===== src/rtl/core/lsra_pkg.sv =====
`default_nettype none

package lsra_pkg;

  localparam int NUM_REGS  = 3;
  localparam int POS_BITS  = 16;
  localparam int TAG_BITS  = 16;
  localparam int REG_BITS  = 2;
  localparam int SLOT_BITS = (NUM_REGS > 1) ? $clog2(NUM_REGS) : 1;
  localparam int KEY_BITS  = 2 * POS_BITS;

  localparam int IN_DATA_BITS  = 3 * POS_BITS;
  localparam int IN_DATA_BYTES = (IN_DATA_BITS + 7) / 8;
  localparam int OUT_FIELD_BITS = TAG_BITS + REG_BITS;
  localparam int OUT_DATA_BYTES = (OUT_FIELD_BITS + 7) / 8;
  localparam int OUT_PAD_BITS   = 8 * OUT_DATA_BYTES - OUT_FIELD_BITS;

  typedef logic [POS_BITS-1:0]  pos_t;
  typedef logic [TAG_BITS-1:0]  tag_t;
  typedef logic [REG_BITS-1:0]  reg_t;
  typedef logic [SLOT_BITS-1:0] slot_t;
  typedef logic [KEY_BITS-1:0]  key_t;

  typedef enum logic [2:0] {
    ST_IDLE,
    ST_EXPIRE,
    ST_ALLOC,
    ST_SEARCH,
    ST_RESOLVE,
    ST_SPILL_OLD
  } state_t;

endpackage

`default_nettype wire


===== src/rtl/core/lsra_cmp.sv =====
`default_nettype none

// Shared magnitude comparator. Keys are {end, start} pairs, so one unsigned
// compare covers the expiry test, the spill candidate order and the final
// steal decision.
module lsra_cmp (
  input  wire lsra_pkg::key_t a,
  input  wire lsra_pkg::key_t b,
  output logic                lt
);

  assign lt = (a < b);

endmodule

`default_nettype wire


===== src/rtl/core/linear_scan_register_allocator.sv =====
`default_nettype none

// Linear-scan register allocator for a small register file.
// The input channel takes one live interval per word: tag, start and end
// point in tdata, and the new-function flag in tuser, which clears the active
// set and frees every register before the interval is handled. Intervals are
// expected sorted by start point.
// The output channel returns one word for a grant or a spill, and two words
// for a steal (the new interval with the taken register, then the displaced
// interval marked spilled). tlast marks the final word of each interval.
// A single comparator is stepped over the active slots, once for expiry and,
// when no register is free, once more for the spill candidate. Each interval
// passes through the expiry scan and the allocation step and, when no
// register is free, through the candidate search, the resolve step and, for
// a steal, the step that sends the displaced interval.
// Results leave through an output register. When the receiver stalls, the
// sequencer waits at the step that produces the next word and holds the
// interval. Reset empties the active set and marks every register free.
module linear_scan_register_allocator (
  input  wire        clk,
  input  wire        rst,
  input  wire        s_tvalid,
  output logic       s_tready,
  input  wire [47:0] s_tdata,   // interval_tag, start_point, end_point
  input  wire        s_tuser,   // new_function
  output logic       m_tvalid,
  input  wire        m_tready,
  output logic [23:0] m_tdata,  // result_tag, reg_number, zero padding
  output logic       m_tuser,   // spilled
  output logic       m_tlast    // last_result
);

  lsra_pkg::state_t state, state_next;
  lsra_pkg::slot_t  idx, idx_next;
  lsra_pkg::slot_t  cand, cand_next;
  logic             cand_ok, cand_ok_next;
  lsra_pkg::tag_t   cur_tag, cur_tag_next;
  lsra_pkg::pos_t   cur_st, cur_st_next;
  lsra_pkg::pos_t   cur_en, cur_en_next;
  lsra_pkg::tag_t   old_tag, old_tag_next;

  logic             active_valid [lsra_pkg::NUM_REGS];
  logic             active_valid_next [lsra_pkg::NUM_REGS];
  lsra_pkg::pos_t   active_start [lsra_pkg::NUM_REGS];
  lsra_pkg::pos_t   active_start_next [lsra_pkg::NUM_REGS];
  lsra_pkg::pos_t   active_end [lsra_pkg::NUM_REGS];
  lsra_pkg::pos_t   active_end_next [lsra_pkg::NUM_REGS];
  lsra_pkg::tag_t   active_tag [lsra_pkg::NUM_REGS];
  lsra_pkg::tag_t   active_tag_next [lsra_pkg::NUM_REGS];
  lsra_pkg::reg_t   active_reg [lsra_pkg::NUM_REGS];
  lsra_pkg::reg_t   active_reg_next [lsra_pkg::NUM_REGS];
  logic             reg_free [lsra_pkg::NUM_REGS];
  logic             reg_free_next [lsra_pkg::NUM_REGS];

  logic             out_valid, out_valid_next;
  lsra_pkg::tag_t   out_tag, out_tag_next;
  lsra_pkg::reg_t   out_reg, out_reg_next;
  logic             out_spill, out_spill_next;
  logic             out_last, out_last_next;

  lsra_pkg::key_t   cmp_a, cmp_b;
  logic             cmp_lt;

  lsra_pkg::slot_t  free_idx, slot_idx;
  logic             free_found, slot_found;
  logic             out_room;

  lsra_cmp u_cmp (
    .a  (cmp_a),
    .b  (cmp_b),
    .lt (cmp_lt)
  );

  assign out_room = !out_valid || m_tready;
  assign s_tready = (state == lsra_pkg::ST_IDLE);
  assign m_tvalid = out_valid;
  assign m_tdata  = {{lsra_pkg::OUT_PAD_BITS{1'b0}}, out_reg, out_tag};
  assign m_tuser  = out_spill;
  assign m_tlast  = out_last;

  // Lowest free register and lowest empty slot.
  always_comb begin
    free_idx   = '0;
    free_found = 1'b0;
    slot_idx   = '0;
    slot_found = 1'b0;
    for (int i = lsra_pkg::NUM_REGS - 1; i >= 0; i--) begin
      if (reg_free[i]) begin
        free_idx   = lsra_pkg::SLOT_BITS'(i);
        free_found = 1'b1;
      end
      if (!active_valid[i]) begin
        slot_idx   = lsra_pkg::SLOT_BITS'(i);
        slot_found = 1'b1;
      end
    end
  end

  // Comparator operands for each step.
  always_comb begin
    cmp_a = '0;
    cmp_b = '0;
    unique case (state)
      lsra_pkg::ST_EXPIRE: begin
        cmp_a = {active_end[idx], {lsra_pkg::POS_BITS{1'b0}}};
        cmp_b = {cur_st, {lsra_pkg::POS_BITS{1'b0}}};
      end
      lsra_pkg::ST_SEARCH: begin
        cmp_a = {active_end[idx], active_start[idx]};
        cmp_b = {active_end[cand], active_start[cand]};
      end
      lsra_pkg::ST_RESOLVE: begin
        // True when the candidate ends strictly after the new interval.
        cmp_a = {cur_en, {lsra_pkg::POS_BITS{1'b1}}};
        cmp_b = {active_end[cand], {lsra_pkg::POS_BITS{1'b0}}};
      end
      default: begin
        cmp_a = '0;
        cmp_b = '0;
      end
    endcase
  end

  always_comb begin
    state_next        = state;
    idx_next          = idx;
    cand_next         = cand;
    cand_ok_next      = cand_ok;
    cur_tag_next      = cur_tag;
    cur_st_next       = cur_st;
    cur_en_next       = cur_en;
    old_tag_next      = old_tag;
    active_valid_next = active_valid;
    active_start_next = active_start;
    active_end_next   = active_end;
    active_tag_next   = active_tag;
    active_reg_next   = active_reg;
    reg_free_next     = reg_free;
    out_valid_next    = out_valid && !m_tready;
    out_tag_next      = out_tag;
    out_reg_next      = out_reg;
    out_spill_next    = out_spill;
    out_last_next     = out_last;

    unique case (state)
      lsra_pkg::ST_IDLE: begin
        if (s_tvalid) begin
          cur_tag_next = s_tdata[lsra_pkg::TAG_BITS-1:0];
          cur_st_next  = s_tdata[lsra_pkg::TAG_BITS +: lsra_pkg::POS_BITS];
          cur_en_next  = s_tdata[lsra_pkg::TAG_BITS + lsra_pkg::POS_BITS +:
                                 lsra_pkg::POS_BITS];
          if (s_tuser) begin
            for (int i = 0; i < lsra_pkg::NUM_REGS; i++) begin
              active_valid_next[i] = 1'b0;
              reg_free_next[i]     = 1'b1;
            end
          end
          idx_next   = '0;
          state_next = lsra_pkg::ST_EXPIRE;
        end
      end

      lsra_pkg::ST_EXPIRE: begin
        if (active_valid[idx] && cmp_lt) begin
          active_valid_next[idx] = 1'b0;
          if (active_reg[idx] < lsra_pkg::REG_BITS'(lsra_pkg::NUM_REGS)) begin
            reg_free_next[active_reg[idx][lsra_pkg::SLOT_BITS-1:0]] = 1'b1;
          end
        end
        if (idx == lsra_pkg::SLOT_BITS'(lsra_pkg::NUM_REGS - 1)) begin
          state_next = lsra_pkg::ST_ALLOC;
        end else begin
          idx_next = idx + 1'b1;
        end
      end

      lsra_pkg::ST_ALLOC: begin
        if (free_found && slot_found) begin
          if (out_room) begin
            reg_free_next[free_idx]     = 1'b0;
            active_valid_next[slot_idx] = 1'b1;
            active_start_next[slot_idx] = cur_st;
            active_end_next[slot_idx]   = cur_en;
            active_tag_next[slot_idx]   = cur_tag;
            active_reg_next[slot_idx]   = lsra_pkg::REG_BITS'(free_idx);
            out_valid_next = 1'b1;
            out_tag_next   = cur_tag;
            out_reg_next   = lsra_pkg::REG_BITS'(free_idx);
            out_spill_next = 1'b0;
            out_last_next  = 1'b1;
            state_next     = lsra_pkg::ST_IDLE;
          end
        end else begin
          idx_next     = '0;
          cand_ok_next = 1'b0;
          state_next   = lsra_pkg::ST_SEARCH;
        end
      end

      lsra_pkg::ST_SEARCH: begin
        // Later end wins; on equal ends the later start, then the higher slot.
        if (active_valid[idx] && (!cand_ok || !cmp_lt)) begin
          cand_next    = idx;
          cand_ok_next = 1'b1;
        end
        if (idx == lsra_pkg::SLOT_BITS'(lsra_pkg::NUM_REGS - 1)) begin
          state_next = lsra_pkg::ST_RESOLVE;
        end else begin
          idx_next = idx + 1'b1;
        end
      end

      lsra_pkg::ST_RESOLVE: begin
        if (out_room) begin
          out_valid_next = 1'b1;
          out_tag_next   = cur_tag;
          if (cand_ok && cmp_lt) begin
            old_tag_next            = active_tag[cand];
            active_start_next[cand] = cur_st;
            active_end_next[cand]   = cur_en;
            active_tag_next[cand]   = cur_tag;
            out_reg_next   = active_reg[cand];
            out_spill_next = 1'b0;
            out_last_next  = 1'b0;
            state_next     = lsra_pkg::ST_SPILL_OLD;
          end else begin
            out_reg_next   = '0;
            out_spill_next = 1'b1;
            out_last_next  = 1'b1;
            state_next     = lsra_pkg::ST_IDLE;
          end
        end
      end

      lsra_pkg::ST_SPILL_OLD: begin
        if (out_room) begin
          out_valid_next = 1'b1;
          out_tag_next   = old_tag;
          out_reg_next   = '0;
          out_spill_next = 1'b1;
          out_last_next  = 1'b1;
          state_next     = lsra_pkg::ST_IDLE;
        end
      end

      default: begin
        state_next = lsra_pkg::ST_IDLE;
      end
    endcase
  end

  always_ff @(posedge clk) begin
    if (rst) begin
      state <= lsra_pkg::ST_IDLE;
    end else begin
      state <= state_next;
    end
  end

  always_ff @(posedge clk) begin
    if (rst) begin
      out_valid <= 1'b0;
      for (int i = 0; i < lsra_pkg::NUM_REGS; i++) begin
        active_valid[i] <= 1'b0;
        reg_free[i]     <= 1'b1;
      end
    end else begin
      out_valid    <= out_valid_next;
      active_valid <= active_valid_next;
      reg_free     <= reg_free_next;
    end
  end

  always_ff @(posedge clk) begin
    idx          <= idx_next;
    cand         <= cand_next;
    cand_ok      <= cand_ok_next;
    cur_tag      <= cur_tag_next;
    cur_st       <= cur_st_next;
    cur_en       <= cur_en_next;
    old_tag      <= old_tag_next;
    active_start <= active_start_next;
    active_end   <= active_end_next;
    active_tag   <= active_tag_next;
    active_reg   <= active_reg_next;
    out_tag      <= out_tag_next;
    out_reg      <= out_reg_next;
    out_spill    <= out_spill_next;
    out_last     <= out_last_next;
  end

endmodule

`default_nettype wire


===== config.mk =====
export PLATFORM = sky130hd
export DESIGN_NAME = linear_scan_register_allocator
export DESIGN_NICKNAME = d
export VERILOG_FILES = /design/src/rtl/core/lsra_pkg.sv /design/src/rtl/core/lsra_cmp.sv /design/src/rtl/core/linear_scan_register_allocator.sv
export SDC_FILE = /design/constraint.sdc
export NUM_CORES = 1
export LEC_CHECK = 0
export ABC_AREA = 0
export BUFFER_PORTS_ARGS = -buffer_cell sky130_fd_sc_hd__buf_2
export CORE_MARGIN = 2
export CORE_UTILIZATION = 50
export CTS_BUF_LIST = sky130_fd_sc_hd__clkbuf_16
export DETAILED_ROUTE_END_ITERATION = 10
export PLACE_DENSITY = 0.68
export SETUP_SLACK_MARGIN = 0.2
export SYNTH_ARGS = -nofsm -noshare
export SYNTH_HDL_FRONTEND = slang
export SYNTH_SLANG_ARGS = --single-unit

===== constraint.sdc =====
create_clock -name clk -period 24 [get_ports clk]
set_input_delay 2.4 -clock clk [delete_from_list [all_inputs] [get_ports clk]]
set_output_delay 2.4 -clock clk [all_outputs]
set_load 0.05 [all_outputs]

=== After elaboration in Yosys (flattened, before gate mapping) ===
Cells that the tools add are included.
Widths: inputs -> output; s select.

* Muxes and demuxes: 124
* Bitwise logic cells: 11
* Equality and inequality tests: 20
* Reductions and logical operators: 37
* $lt $le $gt $ge: 12
* Add/sub/neg operators: 1

{| class="wikitable"
|+ Operators with widths
! operator !! number
|-
| $mux 48 || 12
|-
| $bwmux 48 || 6
|-
| $pmux 48 s2 || 3
|-
| $mux 16 || 15
|-
| $pmux 32 s3 || 2
|-
| $bmux 16 s2 || 5
|-
| $demux 16 s2 || 2
|-
| $mux 3 || 18
|-
| $pmux 16 s3 || 1
|-
| $mux 2 || 19
|-
| $lt 32x32->1 || 1
|-
| $ne 2x2->1 const B || 13
|-
| $mux 1 || 23
|-
| $pmux 3 s3 || 2
|-
| $pmux 3 s6 || 1
|-
| $ge 3x3->1 const B || 5
|-
| $lt 3x1->1 const B || 5
|-
| $not 2->3 || 5
|-
| $reduce_and 3->1 || 5
|-
| $pmux 2 s3 || 2
|-
| $logic_and 1x1->1 || 10
|-
| $reduce_and 5->1 || 2
|-
| $reduce_bool 3->1 || 3
|-
| $bmux 2 s2 || 2
|-
| other kinds (25) || 43
|}

* Output and inout bits: 28
* Input port bits: 53
* Bits in registers: 249
* Word-level logic and storage cells: 236

=== Longest topological paths before layout ===
* Word-level depth: 13
* Mapped depth: 16
* Mapped depth without buffers: 12

=== Modules after synthesis ===
A second synthesis with hierarchy kept.

* Cell total of the unflattened synthesis: 1054
* Area, all modules: 12384.4 µm²

{| class="wikitable"
|+ By module, submodules not included
! module !! seq. area each (µm²) !! instances !! area each (µm²) !! cells an instance
|-
| linear_scan_register_allocator || 7377.1 || 1 || 11607.4 || 946
|-
| lsra_cmp || 0.0 || 1 || 777.0 || 108
|}

=== Worst setup path before layout ===
Ideal clock, no wire load.

* Path type: register -> register
* From: register idx[1]
* To: register active_end[0] (netlist bit), enable pin
* Buffers on the path: 2
* Path slack: 16.370 ns
* Setup time: 0.526 ns
* Required time: 23.474 ns
* Arrival time: 7.105 ns
* Cell stages (with the launch flop): 15
* Cells stage by stage: edfxtp_1 clkbuf_1 clkbuf_1 mux2i_1 nor2_1 a21oi_1 o21ai_0 ha_1 a21o_1 a221o_1 a221oi_1 o211ai_1 nor3b_2 nand2_1 a211oi_1

* Longest elaborated chain between the ends: 9
* Elaborated cells on any way between the ends: 12
* Classes of those cells: order compare: 1; eq/ne: 1; mux: 7; bitwise: 1; reduce/logical: 2

{| class="wikitable"
|+ RTL lines
! what !! RTL line !! RTL
|-
| from (decl) || linear_scan_register_allocator.sv:34 || <nowiki>lsra_pkg::slot_t idx, idx_next;</nowiki>
|-
| from (signal assigned) || linear_scan_register_allocator.sv:275 || <nowiki>idx <= idx_next;</nowiki>
|-
| $not 2->3 (not written as such) (*) || linear_scan_register_allocator.sv:105, linear_scan_register_allocator.sv:109 ||
|-
| $bmux 16 s2, on equally long branches || linear_scan_register_allocator.sv:109, linear_scan_register_allocator.sv:105 ||
|-
| $mux 16, on equally long branches (2 in series) || linear_scan_register_allocator.sv:109, linear_scan_register_allocator.sv:105 ||
|-
| $pmux 32 s3 (*) || linear_scan_register_allocator.sv:103 || <nowiki>unique case (state)</nowiki>
|-
| $lt 32x32->1 (*) || lsra_cmp.sv:12 || <nowiki>assign lt = (a < b);</nowiki>
|-
| $logic_and 1x1->1 (*) || linear_scan_register_allocator.sv:217 || <nowiki>if (cand_ok && cmp_lt) begin</nowiki>
|-
| $ne 2x2->1 (no source line) (*) || - ||
|-
| $reduce_and 5->1 (no source line) (*) || - ||
|-
| to (signal assigned) || linear_scan_register_allocator.sv:283 || <nowiki>active_end <= active_end_next;</nowiki>
|-
| to (decl) || linear_scan_register_allocator.sv:46 || <nowiki>lsra_pkg::pos_t active_end [lsra_pkg::NUM_REGS];</nowiki>
|}

Mark *: on every way between the ends. The rest lies on a longest branch, timed or not. The select of a mux whose other input is x is not followed.
A chain may end at the register's enable or synchronous reset.

=== Worst setup path after layout ===
* From: register state[0]
* To: register active_end[12] (netlist bit), enable pin

* Longest elaborated chain between the ends: 6
* Elaborated cells on any way between the ends: 14
* Classes of those cells: order compare: 1; eq/ne: 8; mux: 2; reduce/logical: 3

{| class="wikitable"
|+ RTL lines
! what !! RTL line !! RTL
|-
| from (decl) || linear_scan_register_allocator.sv:33 || <nowiki>lsra_pkg::state_t state, state_next;</nowiki>
|-
| from (signal assigned) || linear_scan_register_allocator.sv:254 || <nowiki>state <= lsra_pkg::ST_IDLE;</nowiki>
|-
| from (signal assigned) || linear_scan_register_allocator.sv:256 || <nowiki>state <= state_next;</nowiki>
|-
| $eq 3x3->1, or another cell as far along || linear_scan_register_allocator.sv:103, linear_scan_register_allocator.sv:145 ||
|-
| $pmux 32 s3 || linear_scan_register_allocator.sv:103 ||
|-
| $lt 32x32->1 || lsra_cmp.sv:12 ||
|-
| $logic_and 1x1->1 || linear_scan_register_allocator.sv:217 ||
|-
| $ne 2x2->1 (no source line) || - ||
|-
| $reduce_and 5->1 (no source line) (*) || - ||
|}

Mark *: on every way between the ends. The rest lies on a longest branch, timed or not.

==> results.toml <==
[sta]
min_period_ns = 6.26
drv_slew = 0
setup_violations = 0
grt_setup_unrepaired = "no"
finalHoldViolations = 0
fmax_mhz = 160
skew_ns = 0.0155
maxSlewHeadroom_pct = 19.8
tns_ns = 0
fin_crit_sh_pct = 26.1
worst_slew_pin_slew_ns = 1.20

[layout]
nNetsFinal = 1154
syn_to_final_growth_pct = 12.6
multi_input_area_sq_um = 4530
layout_commonest_cell = "edfxtp_1"
nFillCells = 2090
regArea_sq_um = 7380
most-common-layout-cells = "edfxtp_1, and2_1, nand2_1"
reg.largest.list = "active_end x48, active_start x48, active_tag x48"
final_area_sq_um = 13700
drive_gt1_share_pct = 13.7
diodes = 0

[drt]
vias = 7882
totalWireLength_microns = 27300
drc = 0
viasPerCell = 5.59
drt_iter0_drc = 790
wire_per_inst_microns = 19.4
first_pass_iters = 7
ant_nets = 0

[placement]
place_congestion = 0.883
dpl_cell_area_sq_um = 12800
io_buffers = 74
dp_hpwl_microns = 16600

[clocking]
clkLatencyLatePin_ns = 0.54
cts_inserted_buffers = 26
path_clk_slew_ns = 0.06
cts.htree.levels = 1
postCtsSetupBuffers = 0
cts_root_buf = "clkbuf_16"
cts_buffer_depth = 3
ctsResizeCount = 0
holdBufCountCts = 0
cts_tree = "yes"
cts_sinks = 249

[global_routing]
grt-ovfl-total = 0
antenna_found_initial = 0
track_usage_pct = 21.6
grt_pass1_vias = 7820
grt_max_degree = 53
grt_pass1_wl_microns = 43400

[power]
p_per_area_nw_per_um2 = 94.9
ir_worst_vdd_v = 0.0000606
pwr-share-clk_pct = 30.1
pwr-share-comb_pct = 26.1
sw_frac_of_total_pct = 31.8
p_leak_nw = 4.92
seqPwrFrac_pct = 43.8
internal_power_w = 0.000885
p_switching_w = 0.000413

[worst_setup_path]
cp.arrival_ns = 6.44
worstPathRequired_ns = 24.18
crit_path_max_incr_delay_ns = 1.06
crit_path_top_delay_cell = "nor2_1"
path_cells = "nand2b_1, nor2_1, a22oi_1, ha_1, a211oi_1, o21ai_1, o221ai_1, nand4_1, nor3b_2, nand2_1, a211oi_4, buf_4"
startpoint_type = "register"
critPathMaxFanout = 30
criticalPathCategory = "reg2reg"
crit_path_end_kind = "register"

[synth]
synthCells = 1011
yosysTopAreaCell = "edfxtp_1"
netlist.area_leader.share_pct = 59.1
async_reset_ff_share_pct = 0
synth.area.mux_share_pct = 8.57
syn_avg_cell_area_sq_um = 12.0
synth_seq_area_share_pct = 60.7
synthAdderAreaFrac_pct = 3.50
synth_area_leaders = "edfxtp_1, and2_1, mux2i_1"
synth-compound-area-share_pct = 9.53
synth_top_family_by_area = "simple AND/OR/NAND/NOR gates"
ys_seq_elements = 249
synth_enable_flop_cells = 239
synth.distinct_cells = 58
synth_area_sq_um = 12100
yosys_warnings = 0
synth_xor_area_share_pct = 0
synthFlopType = "edfxtp_1"
synthSimpleGateAreaFrac_pct = 15.0

[run]
max_cap_violations = 0

[floorplan]
core_area_sq_um = 24100
dieWidth_microns = 160
ioPinCount = 81
start_util_pct = 50.4
die_y_microns = 160
die_area_sq_um = 25600
rows = 57

[worst_hold_path]
hold_path.class = "reg2reg"

[status]
status = "finished clean"
-- power groups by stage --
| stage | Combinational [W] | Clock, W | Sequential (W) |
|---|---|---|---|
| final | 0.000339 | 0.000390 | 0.000569 |
| after floorplan | 0.000237 | 0 | 0.000579 |
| after global placement | 0.000333 | 0 | 0.000576 |
| after CTS | 0.000340 | 0.000400 | 0.000569 |
| after detailed placement | 0.000339 | 0 | 0.000578 |
| after global routing | 0.000374 | 0.000417 | 0.000573 |
-- through the flow --
stage / setup slack (ns) / std cells / total power (W) / hold WS, ns / util, %
floorplan: 16.37 / 1016 / 0.000816 / 0.476 / -
global placement: 17.85 / 1363 / 0.000909 / 0.499 / 53.3
detailed placement: 17.68 / 1363 / 0.000916 / 0.505 / 53.3
CTS: 17.63 / 1409 / 0.00131 / 0.515 / 56.7
global route: 17.23 / 1409 / 0.00136 / 0.545 / 56.7
finish: 17.74 / 1409 / 0.00130 / 0.515 / 56.7
-- synthesized netlist by cell type (4+ instances only) --
cell type / instances
inv_1: 9
o21ai_1: 15
a211oi_1: 6
and3_1: 4
ha_1: 34
mux2_1: 10
nor2_1: 56
nand4_1: 6
nand2b_1: 8
mux2i_1: 86
nor3_1: 5
nand2_1: 96
nand3b_1: 4
a21oi_1: 51
buf_4: 6
buf_1: 5
and2_1: 148
edfxtp_1: 239
a22oi_1: 16
o21ai_0: 81
dfxtp_1: 10
nor2b_1: 6
clkbuf_1: 54
mux2_2: 6
nand3_1: 7
-- kinds of logic (layout without fill, tap and decap cells) --
kind of cell,Yosys count,in the layout
DFF,249,249
and+or+nand+nor,350,350
buffers and inverters,77,146
AOI/OAI and AO/OA,198,198
other,1,6
muxes,102,102
adders and majority gates,34,34
-- routing by layer --
metal	up-vias	part of all wire, %	GRT usage, %	routed length, microns
met3	41	5.8	3.06	1590
li1	3769	-	-	-
met4	0	2.3	6.35	620
met5	-	0	0	0
met1	3837	43	29.5	11800
met2	235	48	36.4	13200
-- critical path: cells and delay by family (launching register included) --
kind,cells,cell delay [ns]
adder cells (fa/ha/maj),1,0.36
AO/OA/AOI/OAI,5,1.83
buffers and inverters,1,0.55
flip-flops,1,0.59
AND/OR/NAND/NOR,5,2.55
-- layout make-up --
type                       count  area share [%]
clock inverter                20            1.29
tap                          324            2.97
clock buffer                  26            4.76
sequential                   249            54.0
inverter                      10           0.275
multi-input combinational    690            33.2
timing repair buffer          90            3.59
-- worst paths after layout --
kind,startpoint,to,slack (ns),depth (start not counted)
worst max register to register,state[0]$_SDFFE_PP0P_,active_end[12]$_DFFE_PP_,17.74,12
worst min register to register,reg_free[1]$_SDFFE_PP1P_,reg_free[1]$_SDFFE_PP1P_,0.51,2
worst max-delay path,state[0]$_SDFFE_PP0P_,active_end[12]$_DFFE_PP_,17.74,12
worst min-delay path,reg_free[1]$_SDFFE_PP1P_,reg_free[1]$_SDFFE_PP1P_,0.51,2
Power figures use the tool's default switching activity.
